**config.mk**
```make
export PLATFORM = sky130hd
export DESIGN_NAME = indexed_insert_remove_list_top
export DESIGN_NICKNAME = d
export VERILOG_FILES = /design/src/hdl/iirl_pkg.sv /design/src/hdl/indexed_insert_remove_list_top.sv /design/src/hdl/iirl_mem.sv /design/src/hdl/iirl_ctrl.sv /design/src/hdl/iirl_outreg.sv
export SDC_FILE = /design/constraint.sdc
export NUM_CORES = 2
export LEC_CHECK = 0
export BUFFER_PORTS_ARGS = -buffer_cell sky130_fd_sc_hd__buf_2
export CAP_MARGIN = 15
export CORE_AREA = 2 2 265 462
export CTS_BUF_LIST = sky130_fd_sc_hd__clkbuf_8
export DETAILED_ROUTE_END_ITERATION = 8
export DIE_AREA = 0 0 267 464
export GPL_ROUTABILITY_DRIVEN = 0
export PLACE_DENSITY = 0.54
export SYNTH_ARGS = -nofsm -noshare
export SYNTH_HDL_FRONTEND = slang
export SYNTH_SLANG_ARGS = --single-unit
```
**constraint.sdc**
```tcl
create_clock -name clk -period 5.6 [get_ports clk]
set_clock_uncertainty 0.2 [all_clocks]
set_input_delay 1.68 -clock clk [delete_from_list [all_inputs] [get_ports clk]]
set_output_delay 1.68 -clock clk [all_outputs]
set_load 0.01 [all_outputs]
```
**src/hdl/iirl_pkg.sv**
```systemverilog
package iirl_pkg;

  localparam int DEPTH_DEF = 32;

  localparam int OP_W    = 3;
  localparam int POS_W   = 6;
  localparam int VAL_W   = 32;
  localparam int ST_W    = 2;
  localparam int COUNT_W = 6;

  // operation codes
  localparam logic [OP_W-1:0] OP_APPEND       = 3'd0;
  localparam logic [OP_W-1:0] OP_INSERT       = 3'd1;
  localparam logic [OP_W-1:0] OP_REMOVE_AT    = 3'd2;
  localparam logic [OP_W-1:0] OP_REMOVE_LAST  = 3'd3;
  localparam logic [OP_W-1:0] OP_REMOVE_FIRST = 3'd4;
  localparam logic [OP_W-1:0] OP_READ         = 3'd5;

  // status codes
  localparam logic [ST_W-1:0] ST_DONE  = 2'd0;
  localparam logic [ST_W-1:0] ST_RANGE = 2'd1;
  localparam logic [ST_W-1:0] ST_FULL  = 2'd2;

  typedef enum logic [2:0] {
    S_IDLE,
    S_UP,
    S_INS,
    S_DOWN,
    S_RD,
    S_FIN
  } state_t;

  typedef struct packed {
    logic [ST_W-1:0]           status;
    logic [COUNT_W-1:0]        count;
    logic signed [VAL_W-1:0]   read_value;
  } res_t;

endpackage

```
**src/hdl/indexed_insert_remove_list_top.sv**
```systemverilog
// Channel  | Handshake            | Word
// ---------+----------------------+-----------------------------------------
// input    | in_valid / in_ready  | in_op, in_position, in_value
// result   | out_valid / out_ready| out_status, out_count, out_read_value
//
// One word at a time. Append, remove last, insert at the end, out-of-range and
// full cases go from accept straight to the final step; a read first waits
// for the registered memory read. Insert at pos moves n - pos entries, remove
// at pos moves n - pos - 1, each moved entry taking one write on the single memory write port.
// Reset clears the length, the state and the output valid flag only; the store needs no clearing pass.
// A result holds the block in its final step until the output register takes it.
module indexed_insert_remove_list_top #(
  parameter int DEPTH = iirl_pkg::DEPTH_DEF
) (
  input  logic                              clk,
  input  logic                              rst_n,
  input  logic                              in_valid,
  output logic                              in_ready,
  input  logic [iirl_pkg::OP_W-1:0]         in_op,
  input  logic [iirl_pkg::POS_W-1:0]        in_position,
  input  logic signed [iirl_pkg::VAL_W-1:0] in_value,
  output logic                              out_valid,
  input  logic                              out_ready,
  output logic [iirl_pkg::ST_W-1:0]         out_status,
  output logic [iirl_pkg::COUNT_W-1:0]      out_count,
  output logic signed [iirl_pkg::VAL_W-1:0] out_read_value
);

  localparam int ADDR_W = $clog2(DEPTH);

  // memory port between sequencer and store
  logic                              mem_we;
  logic [ADDR_W-1:0]                 mem_waddr;
  logic signed [iirl_pkg::VAL_W-1:0] mem_wdata;
  logic [ADDR_W-1:0]                 mem_raddr;
  logic signed [iirl_pkg::VAL_W-1:0] mem_rdata;

  // finished word handed to the output register
  logic           res_valid;
  logic           res_ready;
  iirl_pkg::res_t res;

  // element store: one write, one registered read per cycle
  iirl_mem #(
    .DEPTH  (DEPTH),
    .ADDR_W (ADDR_W)
  ) u_mem (
    .clk   (clk),
    .we    (mem_we),
    .waddr (mem_waddr),
    .wdata (mem_wdata),
    .raddr (mem_raddr),
    .rdata (mem_rdata)
  );

  // sequencer: decode, length, and the entry-by-entry shift
  iirl_ctrl #(
    .DEPTH  (DEPTH),
    .ADDR_W (ADDR_W)
  ) u_ctrl (
    .clk         (clk),
    .rst_n       (rst_n),
    .in_valid    (in_valid),
    .in_ready    (in_ready),
    .in_op       (in_op),
    .in_position (in_position),
    .in_value    (in_value),
    .mem_we      (mem_we),
    .mem_waddr   (mem_waddr),
    .mem_wdata   (mem_wdata),
    .mem_raddr   (mem_raddr),
    .mem_rdata   (mem_rdata),
    .res_valid   (res_valid),
    .res_ready   (res_ready),
    .res         (res)
  );

  // hold the result word until the consumer takes it
  iirl_outreg u_outreg (
    .clk            (clk),
    .rst_n          (rst_n),
    .res_valid      (res_valid),
    .res_ready      (res_ready),
    .res            (res),
    .out_valid      (out_valid),
    .out_ready      (out_ready),
    .out_status     (out_status),
    .out_count      (out_count),
    .out_read_value (out_read_value)
  );

endmodule

```
**src/hdl/iirl_mem.sv**
```systemverilog
module iirl_mem #(
  parameter int DEPTH  = iirl_pkg::DEPTH_DEF,
  parameter int ADDR_W = $clog2(DEPTH)
) (
  input  logic                           clk,
  input  logic                           we,
  input  logic [ADDR_W-1:0]              waddr,
  input  logic signed [iirl_pkg::VAL_W-1:0] wdata,
  input  logic [ADDR_W-1:0]              raddr,
  output logic signed [iirl_pkg::VAL_W-1:0] rdata
);

  logic signed [iirl_pkg::VAL_W-1:0] store_r [DEPTH];
  logic signed [iirl_pkg::VAL_W-1:0] rd_data_r;

  always_ff @(posedge clk) begin
    if (we) begin
      store_r[waddr] <= wdata;
    end
  end

  always_ff @(posedge clk) begin
    rd_data_r <= store_r[raddr];
  end

  assign rdata = rd_data_r;

endmodule

```
**src/hdl/iirl_ctrl.sv**
```systemverilog
module iirl_ctrl #(
  parameter int DEPTH  = iirl_pkg::DEPTH_DEF,
  parameter int ADDR_W = $clog2(DEPTH)
) (
  input  logic                                clk,
  input  logic                                rst_n,
  // input words
  input  logic                                in_valid,
  output logic                                in_ready,
  input  logic [iirl_pkg::OP_W-1:0]           in_op,
  input  logic [iirl_pkg::POS_W-1:0]          in_position,
  input  logic signed [iirl_pkg::VAL_W-1:0]   in_value,
  // memory port
  output logic                                mem_we,
  output logic [ADDR_W-1:0]                   mem_waddr,
  output logic signed [iirl_pkg::VAL_W-1:0]   mem_wdata,
  output logic [ADDR_W-1:0]                   mem_raddr,
  input  logic signed [iirl_pkg::VAL_W-1:0]   mem_rdata,
  // finished result
  output logic                                res_valid,
  input  logic                                res_ready,
  output iirl_pkg::res_t                      res
);

  localparam int CNT_W = $clog2(DEPTH + 1);
  localparam int CMP_W = (CNT_W > iirl_pkg::POS_W) ? CNT_W : iirl_pkg::POS_W;

  iirl_pkg::state_t state_r, state_nxt;

  logic [CNT_W-1:0]                 cnt_r, cnt_nxt;
  logic [ADDR_W-1:0]                j_r, j_nxt;
  logic [ADDR_W-1:0]                pos_r, pos_nxt;
  logic [ADDR_W-1:0]                lim_r, lim_nxt;
  logic signed [iirl_pkg::VAL_W-1:0] val_r, val_nxt;
  logic [iirl_pkg::ST_W-1:0]        res_st_r, res_st_nxt;
  logic signed [iirl_pkg::VAL_W-1:0] res_rd_r, res_rd_nxt;

  // decode of the incoming word against the current length
  logic                      acc;
  logic [CMP_W-1:0]          n_w, p_w;
  logic                      full, empty;
  logic [iirl_pkg::ST_W-1:0] dec_st;
  logic                      dec_wr, dec_inc, dec_dec, dec_up, dec_down, dec_rd;
  logic [ADDR_W-1:0]         dec_waddr, dec_raddr;

  assign acc   = in_valid && in_ready;
  assign n_w   = CMP_W'(cnt_r);
  assign p_w   = CMP_W'(in_position);
  assign full  = (n_w == CMP_W'(DEPTH));
  assign empty = (cnt_r == '0);

  always_comb begin
    dec_st    = iirl_pkg::ST_DONE;
    dec_wr    = 1'b0;
    dec_inc   = 1'b0;
    dec_dec   = 1'b0;
    dec_up    = 1'b0;
    dec_down  = 1'b0;
    dec_rd    = 1'b0;
    dec_waddr = ADDR_W'(n_w);
    dec_raddr = ADDR_W'(p_w);
    unique case (in_op)
      iirl_pkg::OP_APPEND: begin
        if (full) begin
          dec_st = iirl_pkg::ST_FULL;
        end else begin
          dec_wr  = 1'b1;
          dec_inc = 1'b1;
        end
      end
      iirl_pkg::OP_INSERT: begin
        if (p_w > n_w) begin
          dec_st = iirl_pkg::ST_RANGE;
        end else if (full) begin
          dec_st = iirl_pkg::ST_FULL;
        end else begin
          dec_inc = 1'b1;
          if (p_w == n_w) begin
            dec_wr    = 1'b1;
            dec_waddr = ADDR_W'(p_w);
          end else begin
            dec_up    = 1'b1;
            dec_raddr = ADDR_W'(n_w - CMP_W'(1));
          end
        end
      end
      iirl_pkg::OP_REMOVE_AT: begin
        if (p_w >= n_w) begin
          dec_st = iirl_pkg::ST_RANGE;
        end else begin
          dec_dec = 1'b1;
          if (p_w != n_w - CMP_W'(1)) begin
            dec_down  = 1'b1;
            dec_raddr = ADDR_W'(p_w + CMP_W'(1));
          end
        end
      end
      iirl_pkg::OP_REMOVE_LAST: begin
        if (empty) begin
          dec_st = iirl_pkg::ST_RANGE;
        end else begin
          dec_dec = 1'b1;
        end
      end
      iirl_pkg::OP_REMOVE_FIRST: begin
        if (empty) begin
          dec_st = iirl_pkg::ST_RANGE;
        end else begin
          dec_dec = 1'b1;
          if (n_w != CMP_W'(1)) begin
            dec_down  = 1'b1;
            dec_raddr = ADDR_W'(1);
          end
        end
      end
      iirl_pkg::OP_READ: begin
        if (p_w >= n_w) begin
          dec_st = iirl_pkg::ST_RANGE;
        end else begin
          dec_rd = 1'b1;
        end
      end
      default: begin
        dec_st = iirl_pkg::ST_DONE;
      end
    endcase
  end

  // next state
  always_comb begin
    state_nxt = state_r;
    unique case (state_r)
      iirl_pkg::S_IDLE: begin
        if (acc) begin
          priority if (dec_up) begin
            state_nxt = iirl_pkg::S_UP;
          end else if (dec_down) begin
            state_nxt = iirl_pkg::S_DOWN;
          end else if (dec_rd) begin
            state_nxt = iirl_pkg::S_RD;
          end else begin
            state_nxt = iirl_pkg::S_FIN;
          end
        end
      end
      iirl_pkg::S_UP: begin
        if (j_r == pos_r) begin
          state_nxt = iirl_pkg::S_INS;
        end
      end
      iirl_pkg::S_INS:  state_nxt = iirl_pkg::S_FIN;
      iirl_pkg::S_DOWN: begin
        if (j_r == lim_r) begin
          state_nxt = iirl_pkg::S_FIN;
        end
      end
      iirl_pkg::S_RD:   state_nxt = iirl_pkg::S_FIN;
      iirl_pkg::S_FIN: begin
        if (res_ready) begin
          state_nxt = iirl_pkg::S_IDLE;
        end
      end
      default: state_nxt = iirl_pkg::S_IDLE;
    endcase
  end

  // outputs and datapath
  always_comb begin
    in_ready   = 1'b0;
    res_valid  = 1'b0;
    mem_we     = 1'b0;
    mem_waddr  = j_r - ADDR_W'(1);
    mem_wdata  = mem_rdata;
    mem_raddr  = j_r + ADDR_W'(1);
    cnt_nxt    = cnt_r;
    j_nxt      = j_r;
    pos_nxt    = pos_r;
    lim_nxt    = lim_r;
    val_nxt    = val_r;
    res_st_nxt = res_st_r;
    res_rd_nxt = res_rd_r;
    unique case (state_r)
      iirl_pkg::S_IDLE: begin
        in_ready  = 1'b1;
        mem_we    = acc && dec_wr;
        mem_waddr = dec_waddr;
        mem_wdata = in_value;
        mem_raddr = dec_raddr;
        if (acc) begin
          res_st_nxt = dec_st;
          res_rd_nxt = '0;
          j_nxt      = dec_raddr;
          pos_nxt    = ADDR_W'(p_w);
          lim_nxt    = ADDR_W'(n_w - CMP_W'(1));
          val_nxt    = in_value;
          if (dec_inc) begin
            cnt_nxt = cnt_r + CNT_W'(1);
          end else if (dec_dec) begin
            cnt_nxt = cnt_r - CNT_W'(1);
          end
        end
      end
      iirl_pkg::S_UP: begin
        // move entry j up one place, fetch the one below
        mem_we    = 1'b1;
        mem_waddr = j_r + ADDR_W'(1);
        mem_raddr = j_r - ADDR_W'(1);
        j_nxt     = j_r - ADDR_W'(1);
      end
      iirl_pkg::S_INS: begin
        mem_we    = 1'b1;
        mem_waddr = pos_r;
        mem_wdata = val_r;
      end
      iirl_pkg::S_DOWN: begin
        // move entry j down one place, fetch the one above
        mem_we    = 1'b1;
        mem_waddr = j_r - ADDR_W'(1);
        mem_raddr = j_r + ADDR_W'(1);
        j_nxt     = j_r + ADDR_W'(1);
      end
      iirl_pkg::S_RD: begin
        res_rd_nxt = mem_rdata;
      end
      iirl_pkg::S_FIN: begin
        res_valid = 1'b1;
      end
      default: begin
        res_valid = 1'b0;
      end
    endcase
  end

  assign res.status     = res_st_r;
  assign res.count      = iirl_pkg::COUNT_W'(cnt_r);
  assign res.read_value = res_rd_r;

  always_ff @(posedge clk) begin
    if (!rst_n) begin
      state_r <= iirl_pkg::S_IDLE;
      cnt_r   <= '0;
    end else begin
      state_r <= state_nxt;
      cnt_r   <= cnt_nxt;
    end
  end

  always_ff @(posedge clk) begin
    j_r      <= j_nxt;
    pos_r    <= pos_nxt;
    lim_r    <= lim_nxt;
    val_r    <= val_nxt;
    res_st_r <= res_st_nxt;
    res_rd_r <= res_rd_nxt;
  end

endmodule

```
**src/hdl/iirl_outreg.sv**
```systemverilog
module iirl_outreg (
  input  logic                              clk,
  input  logic                              rst_n,
  input  logic                              res_valid,
  output logic                              res_ready,
  input  iirl_pkg::res_t                    res,
  output logic                              out_valid,
  input  logic                              out_ready,
  output logic [iirl_pkg::ST_W-1:0]         out_status,
  output logic [iirl_pkg::COUNT_W-1:0]      out_count,
  output logic signed [iirl_pkg::VAL_W-1:0] out_read_value
);

  logic           out_valid_r, out_valid_nxt;
  iirl_pkg::res_t out_res_r;

  assign res_ready = !out_valid_r || out_ready;

  always_comb begin
    out_valid_nxt = out_valid_r;
    if (res_ready) begin
      out_valid_nxt = res_valid;
    end
  end

  always_ff @(posedge clk) begin
    if (!rst_n) begin
      out_valid_r <= 1'b0;
    end else begin
      out_valid_r <= out_valid_nxt;
    end
  end

  always_ff @(posedge clk) begin
    if (res_valid && res_ready) begin
      out_res_r <= res;
    end
  end

  assign out_valid      = out_valid_r;
  assign out_status     = out_res_r.status;
  assign out_count      = out_res_r.count;
  assign out_read_value = out_res_r.read_value;

endmodule

```
# Yosys cells after proc, flatten, opt, wreduce, memory -nomap -nowiden
# Memory sizes are Yosys's and may differ from the RTL's. A register that Yosys moved wholly into a read port is not among the register bits.
# Cells that the tools add are included.
# op_classes
addsub	5
order_cmp	2
n_reduce_logical	20
n_eq_ne	20
n_mux	59
# op_table
cell	count
$pmux W32 S2	2
$mux W5	12
$pmux W5 S3	3
$mux W32	1
$mux W1	23
$mux W3	6
$pmux W3 S5	1
$eq A3 B2 Y1 const B	4
$eq A3 B3 Y1 const B	4
$mux W6	2
$add A5 B1 Y5 const B	2
$eq A5 B5 Y1	2
$pmux W1 S2	5
$pmux W5 S2	1
$ne A2 B1 Y1 const B	4
$pmux W2 S4	1
$add A6 B1 Y6 const B	1
$eq A3 B1 Y1 const B	2
$eq A6 B6 Y1	1
$eq A6 B6 Y1 const B	1
$ge A6 B6 Y1	1
$gt A6 B6 Y1	1
$logic_not A3 Y1	2
$logic_not A6 Y1	1
15 further kinds	23
# word_totals
mem_bits_rw	1024
word_cells	119
mem_count	1
register_bits	131
# mem_list
name	words	word_bits	read_ports	rd_ports_with_merged_regs	wr	line	text
u_mem.store_r	32	32	1	1	1	iirl_mem.sv:13	logic signed [iirl_pkg::VAL_W-1:0] store_r [DEPTH];

# Logic depth before layout (Yosys ltp)
# logic_depth
word_depth	9
mapped_depth	20

# Modules after synthesis
# Synthesis repeated with hierarchy kept, for this count alone.
# unflattened
hier_cells	2825
area_unflattened_um2	47072.6
# modules_own_cells
mod	seq_area_each_um2	n_inst	cells_per_inst	area_per_inst_um2
iirl_mem	31390.1	1	2260	40492.6
iirl_ctrl	2612.5	1	520	5321.4
iirl_outreg	1221.2	1	45	1258.7

# Worst setup path after synthesis
# No wires, ideal clock.
# synth_path
kind	input -> register
start	input port in_position[5] (netlist bit)
end	memory u_mem.store_r[12][0] (netlist bit) (enable)
t_required_ns	4.979
t_arrival_ns	5.282
slack_ns	-0.303
path_stages	10
path_buffers	0
path_cell_list	ha_1 > nand2_1 > nor2_1 > nand3_1 > nor3_1 > a22oi_1 > o21a_1 > a221o_1 > or3_1 > nor2_1
# synth_via
elab_chain_len	9
# synth_rtl
element	line	text
start: declaration	indexed_insert_remove_list_top.sv:20	input logic [iirl_pkg::POS_W-1:0] in_position,
branches (longest 9 deep; another with $gt A6 B6 Y1)	n/a	
end: declaration	iirl_mem.sv:13	
# Several ways; the timed one is not identified.

# Final worst setup path
# layout_path
start	input port in_position[5] (netlist bit)
end	register u_mem.rd_data_r, in the netlist u_mem.rdata[23] (read register of u_mem.store_r)
# layout_via
elab_chain_len	6
# layout_rtl
element	line	text
branches (longest 4 deep; another with $ge A6 B6 Y1)	n/a	
$pmux W5 S3 *	iirl_ctrl.sv:62	unique case (in_op)
$pmux W5 S2 *	iirl_ctrl.sv:182	unique case (state_r)
end: declaration	iirl_mem.sv:14	logic signed [iirl_pkg::VAL_W-1:0] rd_data_r;
# Mark *: on every way between the ends.
# A chain may end at the register's enable or synchronous reset.

==> flow_metrics.py <==
metrics = {
    "setup_path": {
        "r2r_slack_ns": 0.64,
        "r2r_cells": 13,
        "timing.rr.end": "u_mem.rdata[23]",
        "start_kind": "input port",
        "reg2reg_from": "u_ctrl.cnt_r[3]",
        "end_kind": "flip-flop",
        "required_ns": 6.16,
        "cp_slowest_cell": "or4_1",
        "cpPeakStageDelay_ns": 0.56,
        "cpLargestDelayFamily": "compound AO/OA/AOI/OAI gates",
        "crit_type": "input port to flip-flop",
        "critPathMaxFanout": 30,
        "crit_path_cell_trace": "buf_2, ha_1, nand2_1, o21ai_0, a21o_1, a211oi_1, o211a_1, o21ai_4, buf_12, mux2_2, a221o_1, or4_1, o22a_1",
        "arrival_ns": 5.57,
        "critical_path_buf_inv_count": 2,
    },
    "timing": {
        "hold-worst-slack_ns": 0.216,
        "max_freq_ghz": 0.199,
        "grt_setup_unrepaired": "no",
        "slew_violations": 0,
        "fin_crit_sh_pct": 89.5,
        "finalSetupViolations": 0,
        "hold_viol_final": 0,
        "fin_crit_ns": 5.01,
        "tns_ns": 0,
        "max-slew-margin-rel_pct": 27.6,
        "tightest_slew_ns": 1.09,
    },
    "hold_path": {
        "min_to": "u_outreg.out_read_value[5]",
        "hold_start": "u_ctrl.res_rd_r[5]",
        "hp-class": "flip-flop to flip-flop",
        "hold_depth": 0,
    },
    "logic_synthesis": {
        "ys_top_cells_by_area": "edfxtp_1, mux2i_1, nand2_1",
        "async_reset_ff_share_pct": 0,
        "synth.distinct_cells": 75,
        "syn-instance-count": 3094,
        "synth_top_area_share_pct": 72.1,
        "synth_edf_count": 1145,
        "ys_seq_area_share_pct": 73.8,
        "syn_nets": 3151,
        "synth_ff_type": "edfxtp_1",
        "syn_area_per_cell_um2": 15.4,
        "syn_area_um2": 47700,
        "synth_top_area_cell": "edfxtp_1",
        "yosys_warnings": 0,
        "synth-seq-cells": 1187,
    },
    "place": {
        "place.port_buffers": 86,
        "dp.cells": 4842,
        "placed_area_um2": 52800,
        "dp_hpwl_um": 86700,
    },
    "drt": {
        "initialDrtViolationCount": 2627,
        "viasPerCell": 5.58,
        "wl_per_cell_um": 27.4,
        "firstDrtPassIters": 6,
        "drc_errors": 0,
        "wl_um": 141000,
        "postRouteAntennaNets": 0,
        "dr_total_vias": 28806,
    },
    "global_route": {
        "antenna_found_initial": 6,
        "grt_usage_pct": 22.7,
        "grt_pass1_wl_um": 203000,
        "grt_pass1_vias": 29466,
        "gr-total-overflow": 0,
        "grt_max_degree": 60,
    },
    "clock_tree": {
        "htree_levels": 4,
        "clkTransAtPathRegs_ns": 0.07,
        "hold_buffers": 0,
        "root_buffer": "clkbuf_8",
        "clockBufferDepth": 3,
        "cts-buffers-inserted": 169,
        "post_cts.repair.setup_buffers": 0,
        "cts_sinks": 1187,
        "tritoncts": "yes",
        "cts_resized": 0,
        "insertion_delay_ns": 0.87,
    },
    "power_and_ir_drop": {
        "p_per_area_nw_per_um2": 690,
        "p_clk_share_pct": 17.4,
        "peakVddDrop_v": 0.000560,
        "sw_frac_of_total_pct": 40.3,
        "combinationalPowerShare_pct": 48.5,
        "seqPwrFrac_pct": 34.1,
        "power.leakage_nw": 19.4,
        "power.internal_w": 0.0231,
        "power.switching_w": 0.0156,
    },
    "final_layout": {
        "fin_cells": 5158,
        "nFillCells": 10387,
        "drive_gt1_share_pct": 20.7,
        "final_cell_area_um2": 56100,
        "area_growth_pct": 17.6,
        "final_nets": 3457,
    },
    "status": {
        "status": "finished clean",
    },
    "floorplan": {
        "core_region_area_um2": 120000,
        "fp.dieH_um": 464,
        "fp-row-count": 168,
        "initial_utilization_pct": 39.8,
        "die_w_um": 267,
        "dieArea_um2": 124000,
        "io_pins": 87,
    },
    "job": {
        "max-cap-violations": 0,
    },
}
## cell families after synthesis
family,share of synthesized area (%)
xor+xnor,0.624
buf+inv,1.94
simple gates,7.60
flops,73.8
mux,8.55
fa+ha+maj,0.315
compound gates,7.16
## routing by layer
metal / up-vias / GRT usage (%) / wire length [um]
met4: 0 / 8.91 / 5080
met2: 1136 / 40.2 / 73200
met5: - / 0 / 0
met3: 305 / 3.84 / 8410
met1: 14705 / 27.5 / 54700
li1: 12660 / - / -
## cell usage after synthesis, types with 4 or more instances
| library cell | count |
|---|---|
| nand3_1 | 80 |
| ha_1 | 12 |
| o21a_1 | 6 |
| nor4_1 | 4 |
| a32o_1 | 63 |
| nor2_1 | 64 |
| and2_1 | 5 |
| nand4_1 | 6 |
| xnor2_1 | 21 |
| xor2_1 | 13 |
| or4_1 | 30 |
| a21oi_1 | 84 |
| o22a_1 | 33 |
| o211ai_1 | 6 |
| a311oi_1 | 33 |
| o22ai_1 | 6 |
| o221ai_1 | 31 |
| buf_6 | 4 |
| mux2_2 | 96 |
| inv_1 | 19 |
| nand2b_1 | 4 |
| clkbuf_1 | 135 |
| edfxtp_1 | 1145 |
| buf_1 | 10 |
| mux2i_1 | 296 |
| and3_1 | 65 |
| dfxtp_1 | 42 |
| buf_2 | 40 |
| nand2_1 | 486 |
| buf_4 | 8 |
| a22oi_1 | 6 |
| o21ai_0 | 57 |
| or3_1 | 6 |
| o32ai_1 | 31 |
| a21o_1 | 4 |
| nor3_1 | 47 |
| a221o_1 | 31 |
| a221oi_1 | 5 |
## how the worst max path moves through the flow
stage	from	endpoint	slack, ns	cells after the start
after global placement	in_position[5]	u_mem.rdata[13]	-0.11	13
after global routing	u_ctrl.cnt_r[3]	u_mem.rdata[17]	0.43	16
after CTS	u_ctrl.cnt_r[4]	u_mem.rdata[23]	0.72	13
after detailed placement	in_position[5]	u_mem.rdata[23]	-0.22	13
after floorplan	in_position[5]	u_mem.store_r[12][0]	-0.30	10
final	in_position[5]	u_mem.rdata[23]	0.59	13
## power by group through the flow
stage	registers, W	logic [W]	clock network, W
floorplan	0.0133	0.0109	0
global placement	0.0134	0.0183	0
detailed placement	0.0134	0.0187	0
CTS	0.0132	0.0188	0.00693
global route	0.0133	0.0200	0.00724
finish	0.0132	0.0188	0.00675
## layout make-up
class / instances / area, um^2 / area share, %
tap: 1615 / 2020 / 3.60
antenna: 5 / 12.5 / 0.0223
timing repair buffer: 332 / 3480 / 6.20
inverter: 20 / 75.1 / 0.134
clock inverter: 117 / 684 / 1.22
clock buffer: 192 / 2640 / 4.71
multi-input combinational: 1690 / 12000 / 21.3
sequential: 1187 / 35200 / 62.8
## state kept, by name, indices dropped and copies added, names as in the netlist, 2 cells and up
name	cells
u_outreg.out_count	6
u_mem.store_r	1024
u_ctrl.j_r	5
u_ctrl.cnt_r	6
u_ctrl.state_r	3
u_ctrl.res_rd_r	32
u_ctrl.pos_r	5
u_ctrl.lim_r	5
u_ctrl.res_st_r	2
u_mem.rdata	32
u_outreg.out_status	2
u_outreg.out_read_value	32
u_ctrl.val_r	32
## cell usage in the layout (no fill, tap or decap), types with 63 or more instances in the layout
cell type	netlist	layout
a21oi_1	84	83
inv_1	19	78
nand3_1	80	78
mux2i_1	296	296
and3_1	65	65
nand2_1	486	483
buf_12	0	93
mux2_2	96	96
edfxtp_1	1145	1145
clkbuf_8	0	192
buf_2	40	86
a32o_1	63	63
buf_4	8	149
## stage by stage
stage | power (W) | util (%) | setup WS [ns]
6_report | 0.0387 | 46.8 | 0.587
5_1_grt | 0.0405 | 46.8 | 0.427
4_1_cts | 0.0389 | 46.7 | 0.715
3_5_place_dp | 0.0321 | 44.0 | -0.215
3_3_place_gp | 0.0317 | 43.9 | -0.113
2_1_floorplan | 0.0241 | - | -0.303
## worst register-to-register path, stage by stage, from the launching register on
cell	delay, ns
dfxtp_1	0.63
inv_1	0.21
ha_1	0.35
a21oi_1	0.07
o21ai_0	0.46
a21o_1	0.29
a211oi_1	0.10
o211a_1	0.31
o21ai_4	0.44
buf_12	0.29
mux2_2	0.40
a221o_1	0.35
or4_1	0.56
o22a_1	0.19
Note: power is estimated with default switching activity, not from simulation.
